## src/rtl/core/edf_task_scheduler_core_macros.svh

```systemverilog
// Assertion macros used by the scheduler controller RTL.
`ifndef EDF_TASK_SCHEDULER_CORE_MACROS_SVH
`define EDF_TASK_SCHEDULER_CORE_MACROS_SVH

// Checks that cons holds in the same cycle as ante.
`define EDF_ASSERT_NOW(lbl, ante, cons, msg) \
	lbl: assert property (@(posedge clk) disable iff (!arst_n) (ante) |-> (cons)) \
		else $error(msg);

// Checks that cons holds in the cycle after ante.
`define EDF_ASSERT_NEXT(lbl, ante, cons, msg) \
	lbl: assert property (@(posedge clk) disable iff (!arst_n) (ante) |=> (cons)) \
		else $error(msg);

`endif

```

## src/rtl/core/edf_pkg.sv

```systemverilog
// Types and constants shared by the scheduler modules.
`timescale 1ns / 1ps
`default_nettype none
package edf_pkg;
	localparam int unsigned DATA_W = 16;
	localparam int unsigned IDX_IN_W = 4;
	localparam int unsigned TASK_W = 4;
	localparam int unsigned TCNT_W = 4;

	localparam logic [DATA_W-1:0] DEADLINE_LIMIT = 16'd9999;
	localparam logic [TCNT_W-1:0] TASK_COUNT_RESET = 4'd1;

	localparam logic OP_LOAD = 1'b0;
	localparam logic OP_TICK = 1'b1;

	localparam logic REG_TASK_COUNT = 1'b0;

	// Commands from the controller to the datapath.
	typedef struct packed {
		logic ld_en;
		logic scan_start;
		logic rd_en;
		logic wb_en;
	} edf_cmd_t;
endpackage
`default_nettype wire

```

## src/rtl/core/edf_dpath.sv

```systemverilog
// Task table memory, deadline compare and result register.
`timescale 1ns / 1ps
`default_nettype none
module edf_dpath #(
	parameter int unsigned MAX_TASKS = 10,
	parameter int unsigned IDX_W = 4
) (
	input  wire logic                            clk,
	input  wire logic                            arst_n,
	input  wire edf_pkg::edf_cmd_t               cmd,
	input  wire logic [IDX_W-1:0]                rd_addr,
	input  wire logic [edf_pkg::IDX_IN_W-1:0]    task_index,
	input  wire logic [edf_pkg::DATA_W-1:0]      exec_time,
	input  wire logic [edf_pkg::DATA_W-1:0]      task_deadline,
	output logic      [edf_pkg::TASK_W-1:0]      running_task
);
	import edf_pkg::*;

	logic [DATA_W-1:0] rem_mem [MAX_TASKS];
	logic [DATA_W-1:0] dl_mem  [MAX_TASKS];
	logic [MAX_TASKS-1:0] ent_vld_q;

	logic [31:0]       ld_wide;
	logic [IDX_W-1:0]  ld_addr;
	logic              ld_ok;

	logic [DATA_W-1:0] rd_rem_s1;
	logic [DATA_W-1:0] rd_dl_s1;
	logic [IDX_W-1:0]  rd_idx_s1;
	logic              rd_vld_s1;
	logic              rd_ent_s1;

	logic [DATA_W-1:0] best_dl_q;
	logic [DATA_W-1:0] best_rem_q;
	logic [IDX_W-1:0]  best_idx_q;
	logic              found_q;
	logic              hit;
	logic [TASK_W-1:0] running_task_q;

	assign ld_wide = 32'(task_index);
	assign ld_addr = ld_wide[IDX_W-1:0];
	assign ld_ok   = cmd.ld_en && (ld_wide < MAX_TASKS);

	// An entry that was never loaded is masked by its valid bit, and one with zero time never wins.
	assign hit = rd_vld_s1 && rd_ent_s1 && (rd_rem_s1 != '0) && (rd_dl_s1 < best_dl_q);

	always_ff @(posedge clk) begin
		if (ld_ok) begin
			rem_mem[ld_addr] <= exec_time;
			dl_mem[ld_addr]  <= task_deadline;
		end else if (cmd.wb_en && found_q) begin
			rem_mem[best_idx_q] <= best_rem_q - 1'b1;
		end
		if (cmd.rd_en) begin
			rd_rem_s1 <= rem_mem[rd_addr];
			rd_dl_s1  <= dl_mem[rd_addr];
		end
		rd_idx_s1 <= rd_addr;
		if (hit) begin
			best_rem_q <= rd_rem_s1;
			best_idx_q <= rd_idx_s1;
		end
		if (cmd.wb_en) begin
			running_task_q <= found_q ? TASK_W'(32'(best_idx_q) + 32'd1) : '0;
		end
	end

	always_ff @(posedge clk or negedge arst_n) begin
		if (!arst_n) begin
			ent_vld_q <= '0;
			rd_vld_s1 <= 1'b0;
			rd_ent_s1 <= 1'b0;
			found_q   <= 1'b0;
			best_dl_q <= DEADLINE_LIMIT;
		end else begin
			if (ld_ok) begin
				ent_vld_q[ld_addr] <= 1'b1;
			end
			rd_vld_s1 <= cmd.rd_en;
			rd_ent_s1 <= ent_vld_q[rd_addr];
			if (cmd.scan_start) begin
				found_q   <= 1'b0;
				best_dl_q <= DEADLINE_LIMIT;
			end else if (hit) begin
				found_q   <= 1'b1;
				best_dl_q <= rd_dl_s1;
			end
		end
	end

	assign running_task = running_task_q;
endmodule
`default_nettype wire

```

## src/rtl/core/edf_ctrl.sv

```systemverilog
// Request sequencing: load, table scan, write-back and result handshake.
`timescale 1ns / 1ps
`default_nettype none
module edf_ctrl #(
	parameter int unsigned MAX_TASKS = 10,
	parameter int unsigned IDX_W = 4,
	parameter int unsigned CNT_W = 4
) (
	input  wire logic                          clk,
	input  wire logic                          arst_n,
	input  wire logic [edf_pkg::TCNT_W-1:0]    task_count,
	input  wire logic                          in_valid,
	output logic                               in_stall,
	input  wire logic                          op,
	output logic                               out_valid,
	input  wire logic                          out_stall,
	output edf_pkg::edf_cmd_t                  cmd,
	output logic      [IDX_W-1:0]              rd_addr
);
	import edf_pkg::*;

	typedef enum logic [1:0] {
		ST_IDLE,
		ST_SCAN,
		ST_DRAIN,
		ST_WB
	} state_t;

	state_t           state_q;
	logic [CNT_W-1:0] scan_idx_q;
	logic [CNT_W-1:0] lim;
	logic             out_valid_q;
	logic             in_take;
	logic             out_free;
	logic             last_idx;

	assign lim      = (32'(task_count) > MAX_TASKS) ? CNT_W'(MAX_TASKS) : CNT_W'(task_count);
	assign in_stall = (state_q != ST_IDLE);
	assign in_take  = in_valid && !in_stall;
	assign out_free = !out_valid_q || !out_stall;
	assign last_idx = (CNT_W'(scan_idx_q + 1'b1) == lim);
	assign rd_addr  = scan_idx_q[IDX_W-1:0];

	assign cmd.ld_en      = in_take && (op == OP_LOAD);
	assign cmd.scan_start = in_take && (op == OP_TICK);
	assign cmd.rd_en      = (state_q == ST_SCAN);
	assign cmd.wb_en      = (state_q == ST_WB) && out_free;

	always_ff @(posedge clk or negedge arst_n) begin
		if (!arst_n) begin
			state_q     <= ST_IDLE;
			scan_idx_q  <= '0;
			out_valid_q <= 1'b0;
		end else begin
			// A new result replaces the one leaving in the same cycle.
			if (out_valid_q && !out_stall && !cmd.wb_en) begin
				out_valid_q <= 1'b0;
			end
			case (state_q)
				ST_IDLE: begin
					if (in_take && (op == OP_TICK)) begin
						scan_idx_q <= '0;
						state_q    <= (lim == '0) ? ST_WB : ST_SCAN;
					end
				end
				ST_SCAN: begin
					scan_idx_q <= CNT_W'(scan_idx_q + 1'b1);
					if (last_idx) begin
						state_q <= ST_DRAIN;
					end
				end
				ST_DRAIN: begin
					// The compare of the last entry happens in this cycle.
					state_q <= ST_WB;
				end
				ST_WB: begin
					if (out_free) begin
						out_valid_q <= 1'b1;
						state_q     <= ST_IDLE;
					end
				end
				default: begin
					state_q <= ST_IDLE;
				end
			endcase
		end
	end

	assign out_valid = out_valid_q;

	`include "edf_task_scheduler_core_macros.svh"

	`EDF_ASSERT_NOW(a_scan_in_range, state_q == ST_SCAN, 32'(scan_idx_q) < 32'(lim),
		"scan index passed the task count")
	`EDF_ASSERT_NEXT(a_tick_busy, in_take && (op == OP_TICK), state_q != ST_IDLE,
		"tick request did not start a scan")
	`EDF_ASSERT_NEXT(a_wb_result, (state_q == ST_WB) && !out_valid_q,
		out_valid_q && (state_q == ST_IDLE), "write-back with a free output gave no result")
endmodule
`default_nettype wire

```

## src/rtl/core/edf_task_scheduler_core.sv

```systemverilog
// Earliest-deadline-first scheduler top level: register port, controller and datapath.
// A load request writes the entry at task_index, if below MAX_TASKS, and gives no result.
// A tick request scans min(task_count, MAX_TASKS) entries, one per memory read cycle,
// then the DRAIN compare state, skipped if none are scanned, and the WB write-back state.
// Reset clears the task table through per-entry valid bits and sets task_count to 1.
`timescale 1ns / 1ps
`default_nettype none
module edf_task_scheduler_core #(
	parameter int unsigned MAX_TASKS = 10
) (
	input  wire logic                          clk,
	input  wire logic                          arst_n,
	input  wire logic                          psel,
	input  wire logic                          penable,
	input  wire logic                          pwrite,
	input  wire logic [2:0]                    paddr,
	input  wire logic [31:0]                   pwdata,
	output logic      [31:0]                   prdata,
	output logic                               pready,
	input  wire logic                          in_valid,
	output logic                               in_stall,
	input  wire logic                          op,
	input  wire logic [edf_pkg::IDX_IN_W-1:0]  task_index,
	input  wire logic [edf_pkg::DATA_W-1:0]    exec_time,
	input  wire logic [edf_pkg::DATA_W-1:0]    task_deadline,
	output logic                               out_valid,
	input  wire logic                          out_stall,
	output logic      [edf_pkg::TASK_W-1:0]    running_task
);
	import edf_pkg::*;

	localparam int unsigned IDX_W = (MAX_TASKS > 1) ? $clog2(MAX_TASKS) : 1;
	localparam int unsigned CNT_W = $clog2(MAX_TASKS + 1);

	logic [TCNT_W-1:0] task_count_q;
	logic              reg_sel;
	edf_cmd_t          cmd;
	logic [IDX_W-1:0]  rd_addr;

	assign reg_sel = (paddr[2] == REG_TASK_COUNT);
	assign pready  = 1'b1;
	assign prdata  = reg_sel ? 32'(task_count_q) : 32'd0;

	always_ff @(posedge clk or negedge arst_n) begin
		if (!arst_n) begin
			task_count_q <= TASK_COUNT_RESET;
		end else if (psel && penable && pwrite && pready && reg_sel) begin
			task_count_q <= pwdata[TCNT_W-1:0];
		end
	end

	edf_ctrl #(
		.MAX_TASKS(MAX_TASKS),
		.IDX_W(IDX_W),
		.CNT_W(CNT_W)
	) u_ctrl (
		.clk(clk),
		.arst_n(arst_n),
		.task_count(task_count_q),
		.in_valid(in_valid),
		.in_stall(in_stall),
		.op(op),
		.out_valid(out_valid),
		.out_stall(out_stall),
		.cmd(cmd),
		.rd_addr(rd_addr)
	);

	edf_dpath #(
		.MAX_TASKS(MAX_TASKS),
		.IDX_W(IDX_W)
	) u_dpath (
		.clk(clk),
		.arst_n(arst_n),
		.cmd(cmd),
		.rd_addr(rd_addr),
		.task_index(task_index),
		.exec_time(exec_time),
		.task_deadline(task_deadline),
		.running_task(running_task)
	);
endmodule
`default_nettype wire
```

## config.mk

```make
export PLATFORM = sky130hd
export DESIGN_NAME = edf_task_scheduler_core
export DESIGN_NICKNAME = d
export VERILOG_FILES = /design/src/rtl/core/edf_pkg.sv /design/src/rtl/core/edf_dpath.sv /design/src/rtl/core/edf_ctrl.sv /design/src/rtl/core/edf_task_scheduler_core.sv
export VERILOG_INCLUDE_DIRS = /design/src /design/src/rtl/core
export SDC_FILE = /design/constraint.sdc
export NUM_CORES = 1
export LEC_CHECK = 0
export BUFFER_PORTS_ARGS = -buffer_cell sky130_fd_sc_hd__buf_2
export CORE_ASPECT_RATIO = 1.1
export CORE_UTILIZATION = 60
export DETAILED_ROUTE_END_ITERATION = 10
export PLACE_DENSITY = 0.81
export SYNTH_ARGS = -nofsm -noshare
export SYNTH_HDL_FRONTEND = slang
export SYNTH_SLANG_ARGS = --single-unit
```

## constraint.sdc

```tcl
create_clock -name clk -period 4.9 [get_ports clk]
set_input_delay 0.735 -clock clk [delete_from_list [all_inputs] [get_ports clk]]
set_output_delay 0.735 -clock clk [all_outputs]
set_load 0.05 [all_outputs]
```

Word level (Yosys, flattened, before mapping)
Memory sizes are Yosys's and may differ from the RTL's. A register that Yosys moved wholly into a read port is not among the register bits.
Index checks and enable logic that the tools add are counted.
{ "op_classes": {"addsub": 3, "n_lt_le_gt_ge": 6, "n_eq_ne": 7, "mux": 28, "bitwise_logic": 3, "reduce_logical": 29} }
{ "ops": {"columns": ["operator", "count"], "rows": [
  ["$mux 16", 3],
  ["$lt 16x16->1", 1],
  ["$mux 4", 4],
  ["$reduce_bool 16->1", 1],
  ["$reduce_or 16->1", 1],
  ["$sub 16x1->16 const B", 1],
  ["$logic_and 1x1->1", 15],
  ["$mux 1", 13],
  ["$lt 4x5->1 const B", 2],
  ["$or 10x10->10", 1],
  ["$add 4x1->4 const B", 2],
  ["$mux 2", 4],
  ["$pmux 2 s4", 1],
  ["$pmux 4 s2", 1],
  ["$reduce_bool 2->1", 3],
  ["$bmux 1 s4", 1],
  ["$demux 1 s4", 1],
  ["$eq 2x2->1 const B", 2],
  ["$eq 4x4->1", 1],
  ["$ge 4x1->1 const B", 1],
  ["$gt 4x4->1 const B", 1],
  ["$logic_not 1->1", 4],
  ["$logic_not 4->1", 1],
  ["$lt 4x4->1 const B", 1],
  ["8 further kinds", 10]
]} }
{ "totals": {"regBits": 68, "ramBits": 320, "in_bits": 79, "elab_cells": 91, "memories": 2} }
{ "memory_table": {"columns": ["name", "words", "width", "rd", "rd_clocked_by_memory_dff", "wr", "line_no", "source"], "rows": [
  ["u_dpath.dl_mem", 10, 16, 1, 1, 1, "edf_dpath.sv:20", "logic [DATA_W-1:0] dl_mem [MAX_TASKS];"],
  ["u_dpath.rem_mem", 10, 16, 1, 1, 1, "edf_dpath.sv:19", "logic [DATA_W-1:0] rem_mem [MAX_TASKS];"]
]} }

Longest topological paths before layout
Gate-level depths: netlist of the first run.
{ "logic_depth": {"word_depth": 9, "mapped_depth": 10, "mapped_depth_nobuf": 8} }

Cells and area by module
A second synthesis of the first run with hierarchy kept.
{ "unflattened": {"hier_cells": 999, "area_unflattened_um2": 17234.0} }
{ "modules_own_cells": {"columns": ["mod", "instances", "cells_per_inst", "area_each_um2", "seq_area_each_um2"], "rows": [
  ["edf_dpath", 1, 891, 16234.3, 12106.6],
  ["edf_ctrl", 1, 64, 569.3, 175.2],
  ["edf_task_scheduler_core", 1, 44, 430.4, 101.3]
]} }

Least setup slack after synthesis of the first run
No wires, ideal clock.
{ "synth_path": {"path_kind": "input-to-reg", "startpoint": "in in_valid", "endpoint": "mem u_dpath.rem_mem[1][0], enable pin", "setup_ns": 0.394, "t_arrival_ns": 3.159, "path_slack_ns": 1.347, "stages": 7, "path_cell_list": "nor2b_1 nand2_1 or3_1 clkbuf_1 nor2_1 inv_1 a21oi_1"} }
{ "synth_between": {"elab_chain_cells": 7, "elab_cells_between_ends": 10} }
{ "synth_lines": {"columns": ["element", "line_no", "source"], "rows": [
  ["from (decl)", "edf_task_scheduler_core.sv:20", "input wire logic in_valid,"],
  ["$logic_and 1x1->1 (*)", "edf_ctrl.sv:39", "assign in_take = in_valid && !in_stall;"],
  ["$logic_and 1x1->1 (*)", "edf_ctrl.sv:44", "assign cmd.ld_en = in_take && (op == OP_LOAD);"],
  ["$logic_and 1x1->1 (*)", "edf_dpath.sv:42", "assign ld_ok = cmd.ld_en && (ld_wide < MAX_TASKS);"],
  ["$mux 1", "edf_dpath.sv:48", "if (ld_ok) begin"],
  ["$mux 1 (not written as such)", "edf_dpath.sv:52", "rem_mem[best_idx_q] <= best_rem_q - 1'b1;"],
  ["$reduce_or 16->1 (no source line)", null, null],
  ["$mux 4 (no source line) / $mux 1 (equally long branches)", null, null],
  ["to (decl)", "edf_dpath.sv:19", null]
]} }
Every way passes the cells marked *; elsewhere a longest branch is shown, timed or not.

Worst setup path after layout of the first run
{ "layout_path": {"startpoint": "reg u_ctrl.state_q[0]", "endpoint": "mem u_dpath.rem_mem[1][8], enable pin"} }
{ "layout_between": {"elab_chain_cells": 9, "elab_cells_between_ends": 16} }
{ "layout_lines": {"columns": ["element", "line_no", "source"], "rows": [
  ["from (decl)", "edf_ctrl.sv:29", "state_t state_q;"],
  ["from (signal assigned)", "edf_ctrl.sv:63", "state_q <= (lim == '0) ? ST_WB : ST_SCAN;"],
  ["$reduce_bool 2->1", "edf_ctrl.sv:38", "assign in_stall = (state_q != ST_IDLE);"],
  ["$logic_not 1->1", "edf_ctrl.sv:39", null],
  ["$logic_and 1x1->1", "edf_ctrl.sv:39", null],
  ["$logic_and 1x1->1", "edf_ctrl.sv:44", null],
  ["$logic_and 1x1->1", "edf_dpath.sv:42", null],
  ["$mux 1", "edf_dpath.sv:48", null],
  ["$mux 1 (not written as such)", "edf_dpath.sv:52", null],
  ["$reduce_or 16->1 (no source line)", null, null],
  ["$mux 4 (no source line) / $mux 1 (equally long branches)", null, null]
]} }
Several ways; a longest one is shown, not always the timed one.

==> results.json, run 1 <==
{
  "status": "complete, no violations",
  "rsz0062_at_grt": "no",
  "drive_above_1_share_pct": 22.3,
  "hold_class": "in -> async",
  "finalHoldViolations": 0,
  "synth_top_area_share_pct": 65.4,
  "via_count": 9135,
  "grt_pass1_wl_um": 53500,
  "crit_slowest_cell": "a21oi_2",
  "synth_area_leader_cell": "edfxtp_1",
  "dieArea_mm2": 0.0294,
  "cp-start-kind": "flip-flop",
  "p_leak_uw": 0.00678,
  "fp.dieH_um": 180,
  "syn_inst": 1014,
  "maxSlewHeadroom_pct": 12.7,
  "cts.repair.resized": 0,
  "cts_tree": "yes",
  "clockBufferDepth": 3,
  "routed_wl_um": 34700,
  "grt-ovfl-total": 0,
  "synthFlopType": "edfxtp_1",
  "slew_viol_final": 0,
  "htreeDepth": 2,
  "seq_power_share_pct": 46.3,
  "die_x_um": 164,
  "dp_hpwl_um": 19500,
  "yosysUniqueCellTypes": 54,
  "grt_pass1_vias": 9255,
  "clock_power_share_pct": 30.4,
  "swShare_pct": 29.1,
  "period_share_pct": 68.6,
  "io_pins": 118,
  "antenna_found_initial": 2,
  "numCtsBuffers": 41,
  "arrival_ns": 3.58,
  "drc": 0,
  "ys_warn_count": 0,
  "power.share.combinational_pct": 23.2,
  "wire_per_inst_um": 23.4,
  "critPathCaptureType": "flip-flop",
  "p_switching_uw": 2940,
  "start_util_pct": 61.6,
  "clock-root-buffer": "clkbuf_16",
  "viasPerCell": 6.16,
  "internal_power_uw": 7180,
  "fillers": 1703,
  "grt_use_total_pct": 24.7,
  "area_delta_synth_final_pct": 11.4,
  "ir_drop_mv": 0.601,
  "final_nets": 1191,
  "path_class": "reg -> reg",
  "postSynth.asyncResetShare_pct": 9.52,
  "crit_fanout": 18,
  "grt_max_degree": 49,
  "ys_ff_latch": 420,
  "syn_area_per_cell_um2": 17.0,
  "cpPeakStageDelay_ns": 0.56,
  "setup_viol": 0,
  "cap_viol_max_count": 0,
  "hold_buffers": 0,
  "clock_latency_ns": 0.54,
  "seq_area_frac_synth_pct": 71.7,
  "postLayoutCoreUtil_pct": 68.6,
  "critPathRequiredTime_ns": 5.12,
  "synth_common_cells": "376 x edfxtp_1, 66 x mux4_2, 53 x nand2_1, 52 x mux2i_1, 43 x a21oi_1",
  "ant_nets": 0,
  "skew_ns": 0.0177,
  "synth_area_leaders": "edfxtp_1 65%, mux4_2 8.6%, dfrtp_1 4.5%, mux2i_1 3.0%, ha_1 1.7%",
  "finalSetupTns_ns": 0,
  "drtIter0Drc": 1135,
  "clk_pin_slew_worst_paths_ns": 0.06,
  "yosysMostFrequentCell": "edfxtp_1",
  "powerDensity_mw_per_mm2": 526,
  "core-area_mm2": 0.0280,
  "port_buffers": 58,
  "tightest_slew_ns": 1.30,
  "num_rows": 64,
  "crit_path_cell_trace": "inv_1 > ha_1 > nand2_1 > or3_1 > nor2_2 > buf_4 > inv_1 > a21oi_2 > buf_4",
  "fin_crit_ns": 3.36,
  "postCtsSetupBuffers": 0,
  "cts.sink_count": 420,
  "synth-edff-count": 376,
  "syn_area_mm2": 0.0173,
  "firstDrtPassIters": 5,
  "max_freq_ghz": 0.298,
  "gp_congestion": 0.853
}
## metal layers
metal | track usage (%) | vias up | share of wire [%]
li1 | - | 4011 | -
met1 | 34.5 | 4609 | 41
met2 | 39.3 | 447 | 49
met3 | 4.78 | 68 | 8.1
met4 | 8.19 | 0 | 2.6
met5 | 0 | - | 0
## layout make-up
| type | instances | area (µm²) | area share (%) |
|---|---|---|---|
| antenna | 1 | 2.50 | 0.0130 |
| tap | 363 | 454 | 2.36 |
| clock buffer | 55 | 1120 | 5.83 |
| sequential | 420 | 12400 | 64.5 |
| clock inverter | 19 | 198 | 1.03 |
| inverter | 28 | 105 | 0.547 |
| multi-input combinational | 517 | 4480 | 23.3 |
| timing repair buffer | 80 | 468 | 2.43 |
## worst max-delay path: cells and delay by family (launching register included)
family,cells,cell delay (ns)
buffers and inverters,4,0.95
adder cells (fa/ha/maj),1,0.35
AND/OR/NAND/NOR,3,0.72
flip-flops,1,0.46
AO/OA/AOI/OAI,1,0.56
## placed cells by master (no fill, tap or decap), types with 6 or more instances in the layout
cell         n
xnor2_1     12
buf_4       21
mux4_2      66
buf_2       58
nand3_1     12
nor2_1      39
conb_1      29
o21ai_0     15
a21oi_1     41
edfxtp_1   376
nor3_1       7
or2_2        8
dfrtp_1     27
nand2_1     53
ha_1        23
nor4_1       6
clkbuf_16   42
nand2b_1    10
nor2b_1     39
mux2i_1     52
inv_1       27
clkbuf_1    11
a21o_1       7
dfstp_2      9
clkinv_1     6
a211oi_1    34
## worst paths after layout
path                                         end            startpoint  cells past startpoint  slack, ns
max                        u_dpath.rem_mem[1][8]     u_ctrl.state_q[0]                      9       1.54
min                             u_ctrl.out_valid                arst_n                      1       0.33
max reg2reg                u_dpath.rem_mem[1][8]     u_ctrl.state_q[0]                      9       1.54
min reg2reg                u_dpath.best_idx_q[2]  u_dpath.rd_idx_s1[2]                      0       0.41
max in group asynchronous      u_ctrl.rd_addr[0]                arst_n                      1       3.89
min in group clk           u_dpath.best_idx_q[2]  u_dpath.rd_idx_s1[2]                      0       0.41
## power by group through the flow
stage,clock [µW],combinational (µW),sequential (µW)
2_1_floorplan,0,1890,4590
3_3_place_gp,0,2240,4730
3_5_place_dp,0,2310,4750
4_1_cts,3110,2360,4690
5_1_grt,3250,2560,4730
6_report,3080,2350,4690
## sequential cells by signal (all words and copies together), names as in the netlist, 10 cells and up
name,count
u_dpath.rd_rem_s1,16
u_dpath.dl_mem,160
u_dpath.best_dl_q,16
u_dpath.best_rem_q,16
u_dpath.rd_dl_s1,16
u_dpath.rem_mem,160
u_dpath.ent_vld_q,10
## per-stage QoR
step	power (µW)	std cells	setup slack, ns	hold slack (ns)	area, µm²
after global placement	6970	1408	1.49	0.386	17900
after detailed placement	7070	1408	1.50	0.389	17900
after global routing	10500	1482	1.39	0.406	19200
after CTS	10200	1482	1.57	0.359	19200
after floorplan	6480	1041	1.35	0.345	17400
final	10100	1483	1.54	0.331	19200
## kinds of logic (layout without fill, tap and decap cells)
| family | after synthesis | in the layout | synth area share [%] |
|---|---|---|---|
| fa+ha+maj | 24 | 24 | 1.74 |
| xor+xnor | 16 | 16 | 0.812 |
| buf+inv | 104 | 182 | 3.18 |
| compound gates | 126 | 126 | 4.60 |
| simple gates | 200 | 200 | 5.98 |
| other cells | 2 | 30 | 0.0435 |
| flops | 420 | 420 | 71.7 |
| mux | 122 | 122 | 11.9 |
No activity file was read; power rests on OpenSTA's default activity.
==> inputs of run 2 (changes only) <==
CORE_UTILIZATION = 54   (was 60)
PLACE_DENSITY = 0.77   (was 0.81)
clock period = 2.8 ns   (was 4.9 ns; I/O delays follow)
==> run 2 against run 1 <==
Sequential share of layout area shrank 1.0 points. Setup slack lost 1.4 ns. Core utilization shrank 6.4 points. Final area grew 1.6%. Critical endpoint is now u_dpath.rem_mem[5][12]. Fmax grew 28%. Final cell count grew 5.2%. Worst hold slack lost 0.21 ns. Clock power grew 70%. Die area grew 11%. Sequential cell count is the same. First-iteration DRC count shrank 30%.
==> results.json, run 2 (synthesis results as in run 1) <==
{
  "start_util_pct": 55.0,
  "dieArea_mm2": 0.0327,
  "skew_ns": 0.0200,
  "hold_class": "in -> reg",
  "arrival_ns": 2.84,
  "grt-busiest-layer": "met2",
  "cp-start-kind": "flip-flop",
  "drive_above_1_share_pct": 23.8,
  "path_class": "reg -> reg",
  "holdWs_ns": 0.122,
  "grt-ovfl-total": 0,
  "total_power_uw": 17600,
  "clock_latency_ns": 0.54,
  "drtIter0Drc": 793,
  "postCtsSetupBuffers": 0,
  "final_nets": 1213,
  "ir_drop_mv": 0.478,
  "finalHoldViolations": 0,
  "firstDrtPassIters": 5,
  "fin_crit_ns": 2.62,
  "grt_use_total_pct": 21.5,
  "via_count": 9084,
  "setup_viol": 0,
  "crit_fanout": 10,
  "drc": 0,
  "critPathRequiredTime_ns": 3.01,
  "clockBufferDepth": 3,
  "ant_nets": 0,
  "clock-root-buffer": "clkbuf_16",
  "grt_max_degree": 70,
  "status": "complete, no violations",
  "gp_congestion": 0.787,
  "grt_pass1_vias": 9063,
  "dp_hpwl_um": 19200,
  "viasPerCell": 5.82,
  "powerDensity_mw_per_mm2": 902,
  "maxSlewHeadroom_pct": 44.9,
  "finalSetupTns_ns": 0,
  "grt_use_met2_pct": 34.9,
  "rsz0062_at_grt": "no",
  "area_delta_synth_final_pct": 13.2,
  "use_met1_pct": 30.0,
  "cts.sink_count": 420,
  "final_common_cell": "edfxtp_1",
  "slew_viol_final": 0,
  "period_share_pct": 93.7,
  "numCtsBuffers": 40,
  "port_buffers": 58,
  "cap_viol_max_count": 0,
  "grt_pass1_wl_um": 51600,
  "routed_wl_um": 33500,
  "critPathCaptureType": "flip-flop",
  "p_leak_uw": 0.00692,
  "diodes": 0,
  "cts_tree": "yes",
  "fin_cells": 1560,
  "die_x_um": 172,
  "place_inst": 1487,
  "clk_pin_slew_worst_paths_ns": 0.07,
  "tightest_slew_ns": 0.821,
  "core-area_mm2": 0.0314,
  "max_freq_ghz": 0.381,
  "num_rows": 68,
  "grt_use_met3_pct": 3.53,
  "htreeDepth": 2,
  "postLayoutCoreUtil_pct": 62.2,
  "antenna_found_initial": 1,
  "fp.dieH_um": 190,
  "largestRegisters": "u_dpath.dl_mem: 160 flops, u_dpath.rem_mem: 160 flops",
  "mostFrequentLayoutCells": "376 x edfxtp_1, 66 x mux4_2, 58 x buf_2",
  "fillers": 2113,
  "wire_per_inst_um": 21.5,
  "io_pins": 118
}
-- run 2: area by class of cell --
class	count	area [µm²]	share of cell area (%)
Multi-Input combinational cell	517	4490	23.0
Sequential cell	420	12400	63.4
Clock buffer	53	1090	5.59
Timing Repair Buffer	103	756	3.87
Inverter	28	105	0.538
Tap cell	420	526	2.69
Clock inverter	19	171	0.878
-- run 2: critical path, stage by stage (launching register included) --
cell and delay, ns:
edfxtp_1 0.45, or4_4 0.58, or4_4 0.46, nor2_1 0.13
xnor2_1 0.07, o21ai_1 0.61
-- run 2: power by group --
group / internal [µW] / switching, µW / total, µW
Sequential: 7650 / 384 / 8030
Combinational: 1930 / 2420 / 4350
Clock: 3030 / 2200 / 5230
Total: 12600 / 5010 / 17600
-- run 2: stage by stage --
step	area [µm²]	setup slack, ns
after global routing	19500	0.00749
after floorplan	17400	0.0111
final	19500	0.177
after CTS	19500	0.0972
after global placement	18300	0.153
after detailed placement	18300	-0.0393
-- run 2: repair_timing --
action,CTS,global route
setup endpoints to repair,20,49
endpoints found under the hold margin,26,0
resized for setup,2,5
pin swaps,0,0
hold buffers,1,0
-- run 2: final timing paths --
| kind | start | endpoint | slack (ns) | cells past startpoint |
|---|---|---|---|---|
| min in group asynchronous | arst_n | u_ctrl.out_valid | 0.51 | 2 |
| min | pwdata[1] | task_count_q[1] | 0.12 | 2 |
| max in group asynchronous | arst_n | task_count_q[0] | 1.60 | 3 |
| max | u_dpath.best_rem_q[6] | u_dpath.rem_mem[5][12] | 0.18 | 5 |
| min reg2reg | u_dpath.rd_idx_s1[1] | u_dpath.best_idx_q[1] | 0.40 | 0 |
| max reg2reg | u_dpath.best_rem_q[6] | u_dpath.rem_mem[5][12] | 0.18 | 5 |
-- run 2: layer usage --
metal,vias to the layer above,routed length [µm]
met5,-,10
met4,2,823
met3,61,2270
met2,348,16400
met1,4622,14000
li1,4051,-
==> inputs of run 3 (changes only) <==
SYNTH_HIERARCHICAL = 1   (was not set)
==> run 3 against run 2 <==
Setup slack better by 0.033 ns. Clock power down 2%. Register-to-register slack better by 0.03 ns. Clock skew down 0.0015 ns. Critical path type unchanged. Largest cell class unchanged. Largest power group unchanged. Highest routed layer is now met4.
==> results.json, run 3 <==
{
  "clk_pin_slew_worst_paths_ns": 0.06,
  "final_nets": 1206,
  "critPathRequiredTime_ns": 3.06,
  "cp-start-kind": "flip-flop",
  "tightest_slew_ns": 1.02,
  "syn_inst": 999,
  "wire_per_inst_um": 21.0,
  "firstDrtPassIters": 4,
  "design_area_mm2": 0.0196,
  "crit_path_cell_trace": "or4_2 > nor4_1 > nand2_1 > xor2_1 > o21ai_1",
  "cpPeakStageDelay_ns": 0.75,
  "path_class": "reg -> reg",
  "hold_class": "in -> reg",
  "synth_common_cells": "376 x edfxtp_1, 66 x mux4_2, 55 x mux2i_1, 51 x nor2_1, 39 x a21oi_1",
  "seq_area_frac_synth_pct": 71.9,
  "finalSetupTns_ns": 0,
  "critPathCaptureType": "flip-flop",
  "maxSlewHeadroom_pct": 31.4,
  "ys_warn_count": 6,
  "io_pins": 118,
  "cts.sink_count": 420,
  "ir_drop_mv": 0.400,
  "synth_top_area_share_pct": 65.5,
  "fin_crit_ns": 2.59,
  "synth-edff-count": 376,
  "yosysMostFrequentCell": "edfxtp_1",
  "synth_area_leader_cell": "edfxtp_1",
  "viasPerCell": 5.76,
  "syn_area_per_cell_um2": 17.3,
  "num_rows": 68,
  "path_delay_family": "simple AND/OR/NAND/NOR gates",
  "period_share_pct": 92.5,
  "core-area_mm2": 0.0314,
  "clock_latency_ns": 0.53,
  "gp_congestion": 0.785,
  "cts_tree": "yes",
  "port_buffers": 58,
  "synthFlopType": "edfxtp_1",
  "grt_use_total_pct": 20.8,
  "rsz0062_at_grt": "no",
  "diodes": 0,
  "dp_hpwl_um": 19400,
  "cap_viol_max_count": 0,
  "synth_area_leaders": "edfxtp_1 66%, mux4_2 8.6%, dfrtp_1 4.5%, mux2i_1 3.2%, ha_1 1.7%",
  "fillers": 2128,
  "fp.dieH_um": 189,
  "dieArea_mm2": 0.0326,
  "slew_viol_final": 0,
  "dpl_cell_area_mm2": 0.0183,
  "grt_max_degree": 56,
  "clockBufferDepth": 3,
  "powerDensity_mw_per_mm2": 875,
  "arrival_ns": 2.84,
  "antenna_found_initial": 0,
  "drtIter0Drc": 631,
  "area_delta_synth_final_pct": 13.7,
  "drive_above_1_share_pct": 23.9,
  "grt_pass1_vias": 8915,
  "finalHoldViolations": 0,
  "p_leak_uw": 0.00672,
  "final_common_cell": "edfxtp_1",
  "start_util_pct": 54.9,
  "clock-root-buffer": "clkbuf_16",
  "crit_slowest_cell": "or4_2",
  "htreeDepth": 2,
  "crit_fanout": 10,
  "ys_ff_latch": 420,
  "numCtsBuffers": 40,
  "yosysUniqueCellTypes": 58,
  "syn_area_mm2": 0.0172,
  "mostFrequentLayoutCells": "376 x edfxtp_1, 66 x mux4_2, 58 x buf_2",
  "largestRegisters": "u_dpath/dl_mem: 160 flops, u_dpath/rem_mem: 160 flops",
  "routed_wl_um": 32700,
  "max_freq_ghz": 0.386,
  "die_x_um": 172,
  "drc": 0,
  "skew_ns": 0.0185,
  "grt-ovfl-total": 0,
  "postSynth.asyncResetShare_pct": 9.52,
  "setup_viol": 0,
  "ant_nets": 0,
  "via_count": 8940,
  "grt_pass1_wl_um": 50500,
  "status": "complete, no violations",
  "cp_num_buf_inv": 0
}
-- run 3: final cells by class --
cell class / count / area, µm² / share of cell area (%)
Clock inverter: 17 / 159 / 0.811
Timing Repair Buffer: 106 / 841 / 4.29
Inverter: 25 / 93.8 / 0.479
Clock buffer: 55 / 1080 / 5.51
Tap cell: 420 / 526 / 2.68
Multi-Input combinational cell: 510 / 4500 / 23.0
Sequential cell: 420 / 12400 / 63.3
-- run 3: path summary, 6_finish.rpt --
| check | start | to | slack (ns) | depth (start not counted) |
|---|---|---|---|---|
| setup / recovery | u_dpath/best_rem_q[1] | u_dpath/rem_mem[1][15] | 0.21 | 5 |
| hold / removal | pwdata[1] | task_count_q[1] | 0.13 | 2 |
| setup reg to reg | u_dpath/best_rem_q[1] | u_dpath/rem_mem[1][15] | 0.21 | 5 |
| hold reg to reg | u_dpath/rd_idx_s1[0] | u_dpath/best_idx_q[0] | 0.41 | 0 |
| max in group asynchronous | arst_n | u_dpath/best_dl_q[13] | 1.61 | 3 |
| min in group asynchronous | arst_n | u_dpath/rd_vld_s1 | 0.48 | 2 |
-- run 3: what timing repair did --
action	4_1_cts	5_1_grt
endpoints found under the setup margin	10	79
buffers inserted	0	0
hold buffers	1	0
hold endpoints to repair	20	0
resized for setup	1	6
-- run 3: per-layer routing --
metal,vias up,wire [µm],GRT usage [%]
met5,-,0,0
met4,0,657,5.79
met3,47,2080,3.39
met2,324,16000,33.5
met1,4541,13900,29.7
li1,4028,-,-
-- run 3: power breakdown --
| part | internal, µW | switching, µW |
|---|---|---|
| clock | 2970 | 2160 |
| sequential | 7650 | 459 |
| combinational | 1770 | 2130 |
| total | 12400 | 4750 |
-- run 3: through the flow --
stage          util, %  hold slack [ns]  std cells  setup WS, ns  power (µW)
4_1_cts           62.4            0.107       1553        0.0231       17300
3_3_place_gp      58.4            0.386       1480        0.0817       12000
3_5_place_dp      58.4            0.389       1480       -0.0267       12100
2_1_floorplan        -            0.124       1026       -0.0793       11000
6_report          62.4            0.128       1553         0.210       17100
5_1_grt           62.4            0.126       1553        0.0297       17900
-- run 3: worst reg2reg max path: cells and delay by family, from the launching register on --
family / cells / cell delay [ns]
flops: 1 / 0.41
compound gates: 1 / 0.48
simple gates: 3 / 1.27
xor+xnor: 1 / 0.17
-- run 3: logic make-up (layout without fill, tap and decap cells) --
kind of cell,count (synthesis),count (layout),share of synthesized area [%]
muxes,125,125,12.1
and+or+nand+nor,195,195,6.24
adders and majority gates,24,24,1.74
DFF,420,420,71.9
AOI/OAI and AO/OA,122,122,4.46
other,2,29,0.0436
xor gates and xnor gates,15,15,0.762
buffers and inverters,96,203,2.82
